File: src/sfp_pkg.sv
// Package of the spectral fundamental picker: widths, register codes, reset values
// and the command and status types between controller and datapath. No dependencies.
`timescale 1ns / 1ps

package sfp_pkg;

	localparam int unsigned MAX_BINS = 16384;

	localparam int BIN_W     = 15;
	localparam int RATE_W    = 18;
	localparam int POW_W     = 32;
	localparam int FREQ_W    = 21;
	localparam int FUND_W    = 18;
	localparam int OT_W      = 2;
	localparam int SHIFT_W   = 3;
	localparam int NOISE_W   = 46;
	localparam int TOL_W     = 16;
	localparam int CFG_IDX_W = 2;
	localparam int CFG_DAT_W = 32;

	localparam int PROD_W    = RATE_W + FUND_W;
	localparam int LIMIT_W   = POW_W + BIN_W;
	localparam int SCALED_W  = FUND_W + (1 << SHIFT_W) - 1;
	localparam int DIV_STEPS = PROD_W;
	localparam int DIV_CNT_W = $clog2(DIV_STEPS);

	localparam int RECIP_W    = 20;
	localparam int DIV5_SHIFT = 22;
	localparam logic [RECIP_W-1:0] DIV5_RECIP = 20'd838861;

	localparam logic [TOL_W-1:0]   TOL_MIN     = 16'd16;
	localparam logic [OT_W-1:0]    OT_MAX      = 2'd3;
	localparam logic [SHIFT_W-1:0] SHIFT_RESET = 3'd1;

	localparam logic [BIN_W-1:0]  BIN_COUNT_RESET   = 15'd4096;
	localparam logic [RATE_W-1:0] SAMPLE_RATE_RESET = 18'd48000;
	localparam logic [POW_W-1:0]  PEAK_THR_RESET    = 32'd4295;
	localparam logic [POW_W-1:0]  NOISE_THR_RESET   = 32'd4295;

	typedef enum logic [CFG_IDX_W-1:0] {
		CFG_BIN_COUNT   = 2'd0,
		CFG_SAMPLE_RATE = 2'd1,
		CFG_PEAK_THR    = 2'd2,
		CFG_NOISE_THR   = 2'd3
	} cfg_idx_t;

	typedef struct packed {
		logic accept;
		logic tol_load;
		logic fin_mul;
		logic fin_cmp;
		logic div_step;
		logic out_load;
	} sfp_cmd_t;

	typedef struct packed {
		logic fund_change;
		logic last;
	} sfp_status_t;

endpackage

File: src/spectral_fundamental_picker.sv
// Spectral fundamental picker: a bin stream goes in, each finished spectrum gives one
// pitch transaction out. A bin is taken every cycle while the spectrum streams; a bin that
// sets or refines the fundamental stalls the input while the octave tolerance is reloaded,
// at most four times a spectrum. After the last bin come the final multiplies, the noise
// compare and a 36-step bit-serial division by the bin count, then a load into the result
// register, which waits while an earlier result is still stalled.
// Configuration writes are always ready and take effect on the next cycle.
// Depends on sfp_pkg, sfp_ctrl and sfp_datapath.
`timescale 1ns / 1ps

module spectral_fundamental_picker
	import sfp_pkg::*;
#(
	parameter int unsigned MaxBins = MAX_BINS
) (
	input  logic                 clk,
	input  logic                 arst_n,
	input  logic                 cfg_valid,
	output logic                 cfg_ready,
	input  logic [CFG_IDX_W-1:0] cfg_index,
	input  logic [CFG_DAT_W-1:0] cfg_data,
	input  logic                 in_valid,
	output logic                 in_stall,
	input  logic [POW_W-1:0]     bin_power,
	input  logic                 last_bin,
	output logic                 out_valid,
	input  logic                 out_stall,
	output logic [FREQ_W-1:0]    frequency_q4,
	output logic [FUND_W-1:0]    fundamental_bin_q3,
	output logic [OT_W-1:0]      overtone_count,
	output logic                 noise_too_high,
	output logic                 note_found
);

	sfp_cmd_t    cmd;
	sfp_status_t status;

	assign cfg_ready = 1'b1;

	sfp_ctrl u_ctrl (
		.clk       (clk),
		.arst_n    (arst_n),
		.in_valid  (in_valid),
		.in_stall  (in_stall),
		.out_valid (out_valid),
		.out_stall (out_stall),
		.status    (status),
		.cmd       (cmd)
	);

	sfp_datapath #(
		.MaxBins (MaxBins)
	) u_datapath (
		.clk                (clk),
		.arst_n             (arst_n),
		.cfg_valid          (cfg_valid),
		.cfg_index          (cfg_index),
		.cfg_data           (cfg_data),
		.bin_power          (bin_power),
		.last_bin           (last_bin),
		.cmd                (cmd),
		.status             (status),
		.frequency_q4       (frequency_q4),
		.fundamental_bin_q3 (fundamental_bin_q3),
		.overtone_count     (overtone_count),
		.noise_too_high     (noise_too_high),
		.note_found         (note_found)
	);

endmodule

File: src/sfp_ctrl.sv
// Controller of the spectral fundamental picker: sequencing state machine, division
// step counter and output valid. Depends on sfp_pkg.
`timescale 1ns / 1ps

module sfp_ctrl
	import sfp_pkg::*;
(
	input  logic        clk,
	input  logic        arst_n,
	input  logic        in_valid,
	output logic        in_stall,
	output logic        out_valid,
	input  logic        out_stall,
	input  sfp_status_t status,
	output sfp_cmd_t    cmd
);

	typedef enum logic [5:0] {
		ST_RUN  = 6'b000001,
		ST_TOL  = 6'b000010,
		ST_MUL  = 6'b000100,
		ST_CMP  = 6'b001000,
		ST_DIV  = 6'b010000,
		ST_DONE = 6'b100000
	} state_t;

	state_t               state_q;
	state_t               state_next;
	logic [DIV_CNT_W-1:0] div_cnt_q;
	logic                 out_valid_q;
	logic                 out_free;

	assign out_free  = !out_valid_q || !out_stall;
	assign in_stall  = (state_q != ST_RUN);
	assign out_valid = out_valid_q;

	assign cmd.accept   = (state_q == ST_RUN) && in_valid;
	assign cmd.tol_load = (state_q == ST_TOL);
	assign cmd.fin_mul  = (state_q == ST_MUL);
	assign cmd.fin_cmp  = (state_q == ST_CMP);
	assign cmd.div_step = (state_q == ST_DIV);
	assign cmd.out_load = (state_q == ST_DONE) && out_free;

	always_comb begin
		state_next = state_q;
		case (state_q)
			ST_RUN: begin
				if (in_valid) begin
					if (status.last) begin
						state_next = ST_MUL;
					end else if (status.fund_change) begin
						state_next = ST_TOL;
					end
				end
			end
			ST_TOL:  state_next = ST_RUN;
			ST_MUL:  state_next = ST_CMP;
			ST_CMP:  state_next = ST_DIV;
			ST_DIV: begin
				if (div_cnt_q == DIV_CNT_W'(DIV_STEPS - 1)) begin
					state_next = ST_DONE;
				end
			end
			ST_DONE: begin
				if (out_free) begin
					state_next = ST_RUN;
				end
			end
			default: state_next = ST_RUN;
		endcase
	end

	always_ff @(posedge clk or negedge arst_n) begin
		if (!arst_n) begin
			state_q     <= ST_RUN;
			div_cnt_q   <= '0;
			out_valid_q <= 1'b0;
		end else begin
			state_q <= state_next;
			if (cmd.fin_cmp) begin
				div_cnt_q <= '0;
			end else if (cmd.div_step) begin
				div_cnt_q <= div_cnt_q + 1'b1;
			end
			if (cmd.out_load) begin
				out_valid_q <= 1'b1;
			end else if (!out_stall) begin
				out_valid_q <= 1'b0;
			end
		end
	end

endmodule

File: src/sfp_datapath.sv
// Datapath of the spectral fundamental picker: configuration registers, peak and
// overtone logic, noise sum, final multiplies, bit-serial divider and result register.
// Depends on sfp_pkg.
`timescale 1ns / 1ps

module sfp_datapath
	import sfp_pkg::*;
#(
	parameter int unsigned MaxBins = MAX_BINS
) (
	input  logic                 clk,
	input  logic                 arst_n,
	input  logic                 cfg_valid,
	input  logic [CFG_IDX_W-1:0] cfg_index,
	input  logic [CFG_DAT_W-1:0] cfg_data,
	input  logic [POW_W-1:0]     bin_power,
	input  logic                 last_bin,
	input  sfp_cmd_t             cmd,
	output sfp_status_t          status,
	output logic [FREQ_W-1:0]    frequency_q4,
	output logic [FUND_W-1:0]    fundamental_bin_q3,
	output logic [OT_W-1:0]      overtone_count,
	output logic                 noise_too_high,
	output logic                 note_found
);

	localparam int MaxBinsW = $clog2(MaxBins + 1);
	localparam int CmpW     = (MaxBinsW > BIN_W) ? MaxBinsW : BIN_W;

	logic [BIN_W-1:0]   bin_count_q;
	logic [RATE_W-1:0]  sample_rate_q;
	logic [POW_W-1:0]   peak_thr_q;
	logic [POW_W-1:0]   noise_thr_q;

	logic [POW_W-1:0]   older_q;
	logic [POW_W-1:0]   newer_q;
	logic [BIN_W-1:0]   bin_idx_q;
	logic [FUND_W-1:0]  fund_q;
	logic [SHIFT_W-1:0] shift_q;
	logic [OT_W-1:0]    ot_q;
	logic [NOISE_W-1:0] noise_q;
	logic [TOL_W-1:0]   tol_q;

	logic [PROD_W-1:0]  prod_q;
	logic [LIMIT_W-1:0] limit_q;
	logic               noisy_q;
	logic               found_q;
	logic [PROD_W-1:0]  num_q;
	logic [PROD_W-1:0]  quo_q;
	logic [BIN_W-1:0]   rem_q;

	logic [FREQ_W-1:0]  freq_out_q;
	logic [FUND_W-1:0]  fund_out_q;
	logic [OT_W-1:0]    ot_out_q;
	logic               noisy_out_q;
	logic               found_out_q;

	logic [BIN_W-1:0]            eff_bins;
	logic                        judge_en;
	logic [BIN_W-1:0]            judge_idx;
	logic [FUND_W-1:0]           pos;
	logic                        is_peak;
	logic [SCALED_W-1:0]         scaled;
	logic [SCALED_W-1:0]         diff;
	logic                        near;
	logic                        take_first;
	logic                        take_refine;
	logic                        noise_en;
	logic [NOISE_W:0]            noise_add;
	logic [NOISE_W-1:0]          noise_next;
	logic [FUND_W+RECIP_W-1:0]   tol_prod;
	logic [TOL_W-1:0]            tol_div;
	logic [BIN_W:0]              rem_shift;
	logic                        rem_ge;
	logic [FREQ_W-1:0]           freq_sat;

	always_ff @(posedge clk or negedge arst_n) begin
		if (!arst_n) begin
			bin_count_q   <= BIN_COUNT_RESET;
			sample_rate_q <= SAMPLE_RATE_RESET;
			peak_thr_q    <= PEAK_THR_RESET;
			noise_thr_q   <= NOISE_THR_RESET;
		end else if (cfg_valid) begin
			case (cfg_idx_t'(cfg_index))
				CFG_BIN_COUNT:   bin_count_q   <= cfg_data[BIN_W-1:0];
				CFG_SAMPLE_RATE: sample_rate_q <= cfg_data[RATE_W-1:0];
				CFG_PEAK_THR:    peak_thr_q    <= cfg_data[POW_W-1:0];
				CFG_NOISE_THR:   noise_thr_q   <= cfg_data[POW_W-1:0];
				default: ;
			endcase
		end
	end

	assign eff_bins = (CmpW'(bin_count_q) > CmpW'(MaxBins)) ? BIN_W'(MaxBins) : bin_count_q;

	// Bin index minus one is judged; it must lie between one and the bin count minus one.
	assign judge_en  = (bin_idx_q >= BIN_W'(2)) && (bin_idx_q <= eff_bins);
	assign judge_idx = bin_idx_q - 1'b1;
	assign pos       = {judge_idx, 3'b000};
	assign is_peak   = (newer_q > peak_thr_q) && (newer_q > older_q) && (newer_q > bin_power);

	assign scaled = SCALED_W'(fund_q) << shift_q;
	assign diff   = (scaled > SCALED_W'(pos)) ? (scaled - SCALED_W'(pos))
	                                          : (SCALED_W'(pos) - scaled);
	assign near   = diff < SCALED_W'(tol_q);

	assign take_first  = judge_en && is_peak && (fund_q == '0);
	assign take_refine = judge_en && is_peak && (fund_q != '0) && (ot_q < OT_MAX) && near;

	assign noise_en   = judge_en && ({judge_idx, 1'b0} > {1'b0, eff_bins});
	assign noise_add  = {1'b0, noise_q} + (NOISE_W + 1)'(newer_q);
	assign noise_next = noise_add[NOISE_W] ? {NOISE_W{1'b1}} : noise_add[NOISE_W-1:0];

	assign status.fund_change = take_first || take_refine;
	assign status.last        = last_bin;

	// The tolerance is a fifth of the fundamental, by multiplication with a reciprocal.
	assign tol_prod = (FUND_W + RECIP_W)'(fund_q) * (FUND_W + RECIP_W)'(DIV5_RECIP);
	assign tol_div  = tol_prod[DIV5_SHIFT +: TOL_W];

	assign rem_shift = {rem_q, num_q[PROD_W-1]};
	assign rem_ge    = rem_shift >= {1'b0, eff_bins};

	assign freq_sat = (|quo_q[PROD_W-1:FREQ_W]) ? {FREQ_W{1'b1}} : quo_q[FREQ_W-1:0];

	always_ff @(posedge clk or negedge arst_n) begin
		if (!arst_n) begin
			older_q   <= '0;
			newer_q   <= '0;
			bin_idx_q <= '0;
			fund_q    <= '0;
			shift_q   <= SHIFT_RESET;
			ot_q      <= '0;
			noise_q   <= '0;
		end else if (cmd.out_load) begin
			older_q   <= '0;
			newer_q   <= '0;
			bin_idx_q <= '0;
			fund_q    <= '0;
			shift_q   <= SHIFT_RESET;
			ot_q      <= '0;
			noise_q   <= '0;
		end else if (cmd.accept) begin
			older_q <= newer_q;
			newer_q <= bin_power;
			if (bin_idx_q != {BIN_W{1'b1}}) begin
				bin_idx_q <= bin_idx_q + 1'b1;
			end
			if (take_first) begin
				fund_q <= pos;
			end else if (take_refine) begin
				fund_q  <= pos >> shift_q;
				shift_q <= shift_q + 1'b1;
				ot_q    <= ot_q + 1'b1;
			end
			if (noise_en) begin
				noise_q <= noise_next;
			end
		end
	end

	always_ff @(posedge clk) begin
		if (cmd.tol_load) begin
			tol_q <= (tol_div < TOL_MIN) ? TOL_MIN : tol_div;
		end
		if (cmd.fin_mul) begin
			prod_q  <= PROD_W'(sample_rate_q) * PROD_W'(fund_q);
			limit_q <= LIMIT_W'(noise_thr_q) * LIMIT_W'(eff_bins);
		end
		if (cmd.fin_cmp) begin
			noisy_q <= LIMIT_W'(noise_q) > limit_q;
			found_q <= !(LIMIT_W'(noise_q) > limit_q) && (ot_q != '0) && (eff_bins != '0);
			num_q   <= prod_q;
			quo_q   <= '0;
			rem_q   <= '0;
		end else if (cmd.div_step) begin
			num_q <= num_q << 1;
			quo_q <= {quo_q[PROD_W-2:0], rem_ge};
			rem_q <= rem_ge ? BIN_W'(rem_shift - {1'b0, eff_bins}) : rem_shift[BIN_W-1:0];
		end
		if (cmd.out_load) begin
			freq_out_q  <= found_q ? freq_sat : '0;
			fund_out_q  <= fund_q;
			ot_out_q    <= ot_q;
			noisy_out_q <= noisy_q;
			found_out_q <= found_q;
		end
	end

	assign frequency_q4       = freq_out_q;
	assign fundamental_bin_q3 = fund_out_q;
	assign overtone_count     = ot_out_q;
	assign noise_too_high     = noisy_out_q;
	assign note_found         = found_out_q;

endmodule

File: config.mk
export PLATFORM = sky130hd
export DESIGN_NAME = spectral_fundamental_picker
export DESIGN_NICKNAME = d
export VERILOG_FILES = /design/src/sfp_pkg.sv /design/src/spectral_fundamental_picker.sv /design/src/sfp_ctrl.sv /design/src/sfp_datapath.sv
export SDC_FILE = /design/constraint.sdc
export NUM_CORES = 2
export LEC_CHECK = 0
export BUFFER_PORTS_ARGS = -buffer_cell sky130_fd_sc_hd__buf_2
export CAP_MARGIN = 20
export CORE_MARGIN = 2
export CORE_UTILIZATION = 34
export DETAILED_ROUTE_END_ITERATION = 8
export PLACE_DENSITY = 0.54
export SETUP_SLACK_MARGIN = 0.1
export SLEW_MARGIN = 15
export SYNTH_ARGS = -nofsm -noshare
export SYNTH_HDL_FRONTEND = slang
export SYNTH_HIERARCHICAL = 1
export SYNTH_SLANG_ARGS = --single-unit
File: constraint.sdc
create_clock -name clk -period 9.29 [get_ports clk]
set_input_delay 0.929 -clock clk [delete_from_list [all_inputs] [get_ports clk]]
set_output_delay 0.929 -clock clk [all_outputs]
set_load 0.02 [all_outputs]
# ---- After elaboration in Yosys (flattened, before gate mapping)
# Index checks and enable logic that the tools add are counted.
dict set report totals {
  ff_bits 489
  word_cells 150
  output_inout_bits 46
  inputBits 72
}
dict set report op_classes {
  n_reduce_logical 39
  shift 2
  mux 39
  n_eq_ne 18
  multipliers 3
  add_sub_neg 9
  magnitude_cmp 13
}
# op n
set op_table {}
lappend op_table {{$mux 46} 4}
lappend op_table {{$mux 32} 4}
lappend op_table {{$gt 32x32->1} 3}
lappend op_table {{$mux 15} 5}
lappend op_table {{$mux 18} 4}
lappend op_table {{$mux 36} 2}
lappend op_table {{$add 46x32->47} 1}
lappend op_table {{$gt 46x47->1} 1}
lappend op_table {{$mul 32x15->47} 1}
lappend op_table {{$mux 6} 7}
lappend op_table {{$mul 18x20->38 const B} 1}
lappend op_table {{$mul 18x18->36} 1}
lappend op_table {{$pmux 6 s5} 1}
lappend op_table {{$gt 25x18->1} 1}
lappend op_table {{$lt 25x16->1} 1}
lappend op_table {{$mux 25} 1}
lappend op_table {{$shl 18x3->25} 1}
lappend op_table {{$sub 18x25->25} 1}
lappend op_table {{$sub 25x18->25} 1}
lappend op_table {{$mux 21} 1}
lappend op_table {{$logic_not 18->1} 1}
lappend op_table {{$reduce_bool 18->1} 1}
lappend op_table {{$shr 18x3->18} 1}
lappend op_table {{$ge 16x15->1} 1}
lappend op_table {{39 further kinds} 77}

# ---- Depth between registers and ports, before layout
dict set report logic_depth {
  ltp_word 13
  depth_mapped 38
  mapped_depth_nobuf 29
}

# ---- Modules after synthesis
# Netlist, hierarchy kept.
# mod area_each_um2 n_inst seq_area_each_um2 cells_per_inst
set by_module_without_submodules {}
lappend by_module_without_submodules {sfp_datapath 59173.0 1 12583.3 6281}
lappend by_module_without_submodules {sfp_ctrl 755.7 1 326.6 75}
lappend by_module_without_submodules {spectral_fundamental_picker 11.3 1 0.0 2}

# ---- Worst setup path before layout
# Ideal clock, no wire load.
dict set report synth_timing {
  path_kind {reg2reg}
  startpoint {reg u_ctrl.state_q[1]}
  endpoint {reg u_datapath.limit_q[0] (enable)}
  required_ps 8647
  setup_ps 643
  n_path_buf 1
  t_arrival_ps 7156
  period_less_slack_ps 7799
  path_stages_with_launch 4
  setup_slack_ps 1491
  path_cell_list {dfrtp_1 > or4_1 > buf_2 > nor3b_1}
}
# element line_no
set synth_lines {}
lappend synth_lines {{start: declaration} sfp_ctrl.sv:27} ;# state_t state_q;
lappend synth_lines {{start signal: assignment} sfp_ctrl.sv:79} ;# state_q <= state_next;
lappend synth_lines {{end signal: assignment} sfp_datapath.sv:168} ;# limit_q <= LIMIT_W'(noise_thr_q) * LIMIT_W'(eff_bins);
lappend synth_lines {{end: declaration} sfp_datapath.sv:45} ;# logic [LIMIT_W-1:0] limit_q;

# ---- Worst setup path after layout
dict set report layout_timing {
  startpoint {reg u_datapath.bin_count_q[14]}
  endpoint {reg u_datapath.limit_q[46] (data pin)}
}
dict set report layout_between {
  elab_chain_len 3
}
# element line_no
set layout_lines {}
lappend layout_lines {{start: declaration} sfp_datapath.sv:30} ;# logic [BIN_W-1:0] bin_count_q;
lappend layout_lines {{start signal: assignment} sfp_datapath.sv:85} ;# CFG_BIN_COUNT: bin_count_q <= cfg_data[BIN_W-1:0];
lappend layout_lines {{$gt 15x15->1} sfp_datapath.sv:94} ;# assign eff_bins = (CmpW'(bin_count_q) > CmpW'(MaxBins)) ? BIN_W'(MaxBins) : bin_count_q;
lappend layout_lines {{$mux 15 *} sfp_datapath.sv:94}
lappend layout_lines {{$mul 32x15->47 *} sfp_datapath.sv:168}
# Every way passes the cells marked *; elsewhere a longest branch is shown, timed or not.
# A chain may end at the register's enable or synchronous reset.

==> results.md <==
* Status: completed
* Adder-Cell Fraction of Synth Area at 37.81%
* EDFF count, synth at 180
* Post-Synth XOR/XNOR Area at 2.455%
* Vias in the first global route at 45664
* Synth Net Count at 7798
* Port Buffer Count at 116
* Min Tclk post-route at 8.403 ns
* TritonRoute pass-1 iters at 5
* Pins Over Slew Limit at 0
* Final core utilization at 37.00%
* Crit Path Category: reg -> reg
* Hold violation total from the final report at 0
* Global-route wire length before repair at 266800 um
* DR DRC count at 0
* Slew HR at 24.51%
* RSZ-0062 raised after global routing: no
* Via Count at 44085
* Synth Area in Compound Gates at 9.327%
* CTS sink count at 489
* Main combinational cell family by area after synthesis: adder cells
* Footprint of the multi-input gates at 0.04174 mm2
* Slew @ Worst Pin at 1.127 ns
* Post CTS Setup Buffer Count at 0
* Clock skew at 0.08469 ns
* Nets at 7766
* H-tree depth at 2
* # diodes at 0
* Largest net degree at the start of global routing at 85
* CTS Buffer Depth at 3
* Mux cell area share after synthesis at 5.454%
* Filler Cells Inserted at 17670
* CTS root buf: clkbuf_16
* Initial Util at 34.11%
* Wire length per cell at 19.38 um
* Fmax at 119.0 MHz
* Die width at 423.9 um
* Max-cap viol count at 0
* Routed wire length at 168900 um
* Die H at 423.9 um
* Worst setup EP type: flop
* # setup viols final at 0
* Non-Filler Instances at 8716
* Min-Delay Path Class: in -> async
* Core Box Area at 0.1757 mm2
* Io pins at 118
* Req. time, crit path at 9.71 ns
* Post-synthesis simple-gate area fraction at 14.45%
* Remaining Overflow, GRT at 0
* Asr flop ratio synth at 52.76%
* Layout cells sized above 1 at 8.673%
* GPL Wtd Cong at 0.9221
* Sequential element share of the synthesized area at 21.54%
* Clk_lat worst skew at 0.73 ns
* Global-route usage over all layers at 18.93%
* Post-synthesis cell type count at 96
* CP Max Fanout at 26
* Register area at 0.01291 mm2
* Tcrit/Tclk final at 90.46%
* Die area at 0.1797 mm2
* Post-DRT Antenna Nets at 0
* Hold_buf cts at 0
* Syn Inst Count at 6358
* DRT iter0 DRCs at 3065
* Ys flop type: dfrtp_1
* Placed Cells at 8605
* Hpwl dp at 131300 um
* CTS buffer count at 58
* Yosys warns at 6
* FP Rows at 154
* Setup TNS at 0 ns
* Worst EP arrival at 8.82 ns
* Area Overhead vs Synth at 8.483%
* Synth Register Bits at 489
* CP Launch Type: flop
* Cell Area, Synth at 0.05994 mm2
* Worst reg2reg path depth at 24
* # resized after CTS at 0
* Antenna violations before repair at 4
* TritonCTS clock tree: yes
* Routed vias/inst at 5.058
* CTS clock-pin slew for the worst setup and hold paths at 0.07 ns
* Avg Cell Area, Syn at 9.427 um2
[metal layers]
| layer | wire [um] | track usage (%) | up-vias |
|---|---|---|---|
| met5 | 46 | 0 | - |
| met4 | 4806 | 5.291 | 6 |
| met3 | 8670 | 2.720 | 228 |
| met2 | 78160 | 30.86 | 1069 |
| met1 | 77240 | 26.11 | 22200 |
| li1 | - | - | 20582 |
[cell usage in the layout, fill, tap and decap left out, types with 62 or more instances in the layout]
master and n:
xnor2_1 106, fa_1 739, nand4_1 63, o21ai_0 188
ha_1 629, a21oi_1 223, buf_4 82, dfrtp_1 234
nand2_1 608, a21o_1 110, buf_2 115, and2_1 379
xor2_1 62, mux2_2 150, edfxtp_1 180, inv_1 1111
nor2_1 324, nand3_1 81, mux2i_1 141
[registers in the layout, indices dropped and copies added (netlist names), 16 cells and up]
register and count:
u_datapath/noise_q 46, u_datapath/num_q 36, u_datapath/quo_q 36, u_datapath/peak_thr_q 32, u_datapath/fund_q 18, u_datapath/prod_q 36
u_datapath/limit_q 47, u_datapath/noise_thr_q 32, u_datapath/tol_q 16, u_datapath/fundamental_bin_q3 18, u_datapath/older_q 32, u_datapath/newer_q 32
u_datapath/sample_rate_q 18, u_datapath/frequency_q4 21
[cell type report]
| type | count | area share, % |
|---|---|---|
| clock inverter | 39 | 0.7235 |
| tap | 2340 | 4.503 |
| inverter | 1114 | 6.431 |
| sequential | 489 | 19.86 |
| multi-input combinational | 4464 | 64.19 |
| clock buffer | 71 | 2.424 |
| timing repair buffer | 199 | 1.872 |
[metrics by stage]
stage	hold WS [ns]	area, um2	setup WS (ns)
CTS	0.1832	65010	0.8924
global placement	0.4194	62970	1.067
detailed placement	0.4222	62970	0.9595
finish	0.1901	65020	0.8866
global route	0.2200	65020	0.5272
floorplan	0.4003	59940	1.491
[synthesized netlist by cell type (14+ instances only)]
library cell     n  share of area (%)
o21bai_1        25               0.31
and3_1          52               0.54
or2_2           14               0.15
nor2_1         324                2.0
nand2b_1        30               0.31
clkbuf_1       236                1.5
a211oi_1        52               0.65
a21oi_1        224                1.9
nor2b_1         49               0.51
mux2_2         150                2.8
mux2i_1        141                2.4
fa_1           739                 25
o21ai_0        188                1.6
nand3_1         81               0.68
nor3_1          60               0.50
inv_1         1113                7.0
a21o_1         110                1.4
ha_1           629                 13
dfxtp_1         51                1.7
or3_1           22               0.23
nor4_1          22               0.23
buf_1           26               0.16
nand4_1         63               0.66
o21a_1          57               0.71
a31oi_1         54               0.56
xor2_1          62               0.91
nand2_1        608                3.8
xnor2_1        106                1.5
dfrtp_1        236                9.9
edfxtp_1       180                9.0
dfstp_2         22               0.96
o211ai_1        24               0.30
buf_2           17               0.14
and2_1         380                4.0
[final timing paths]
path,startpoint,to,slack [ns]
min in group clk,u_datapath/noisy_q,u_datapath/noise_too_high,0.43
worst min register to register,u_datapath/noisy_q,u_datapath/noise_too_high,0.43
worst max register to register,u_datapath/bin_count_q[14],u_datapath/limit_q[46],0.89
worst max-delay path,u_datapath/bin_count_q[14],u_datapath/limit_q[46],0.89
worst min-delay path,arst_n,u_datapath/peak_thr_q[26],0.19
max in group asynchronous,arst_n,u_datapath/bin_idx_q[10],6.89
[critical path, cell delays in order (launching register included)]
cell      delay, ns
dfrtp_2        0.42
buf_4          0.25
nor2b_2        0.88
buf_4          0.37
nand2_1        0.10
fa_1           0.52
fa_1           0.52
inv_1          0.05
fa_1           0.54
fa_1           0.43
fa_1           0.49
inv_1          0.05
fa_1           0.47
inv_1          0.04
ha_1           0.35
a21o_1         0.18
a21oi_1        0.19
nor2b_1        0.09
or4b_2         0.62
o211ai_1       0.33
a21oi_1        0.11
a211oi_1       0.34
o21ai_0        0.25
a221oi_1       0.38
xnor2_1        0.11
[logic make-up after synthesis]
logic type                 count (synthesis)
AOI/OAI and AO/OA                        866
xor gates and xnor gates                 168
adders and majority gates               1368
buffers and inverters                   1405
DFF                                      489
muxes                                    299
other                                      1
and+or+nand+nor                         1762
Power is left out: the tool's default activity adds up to more than one toggle a clock period on the data nets, which glitch-free logic cannot reach.
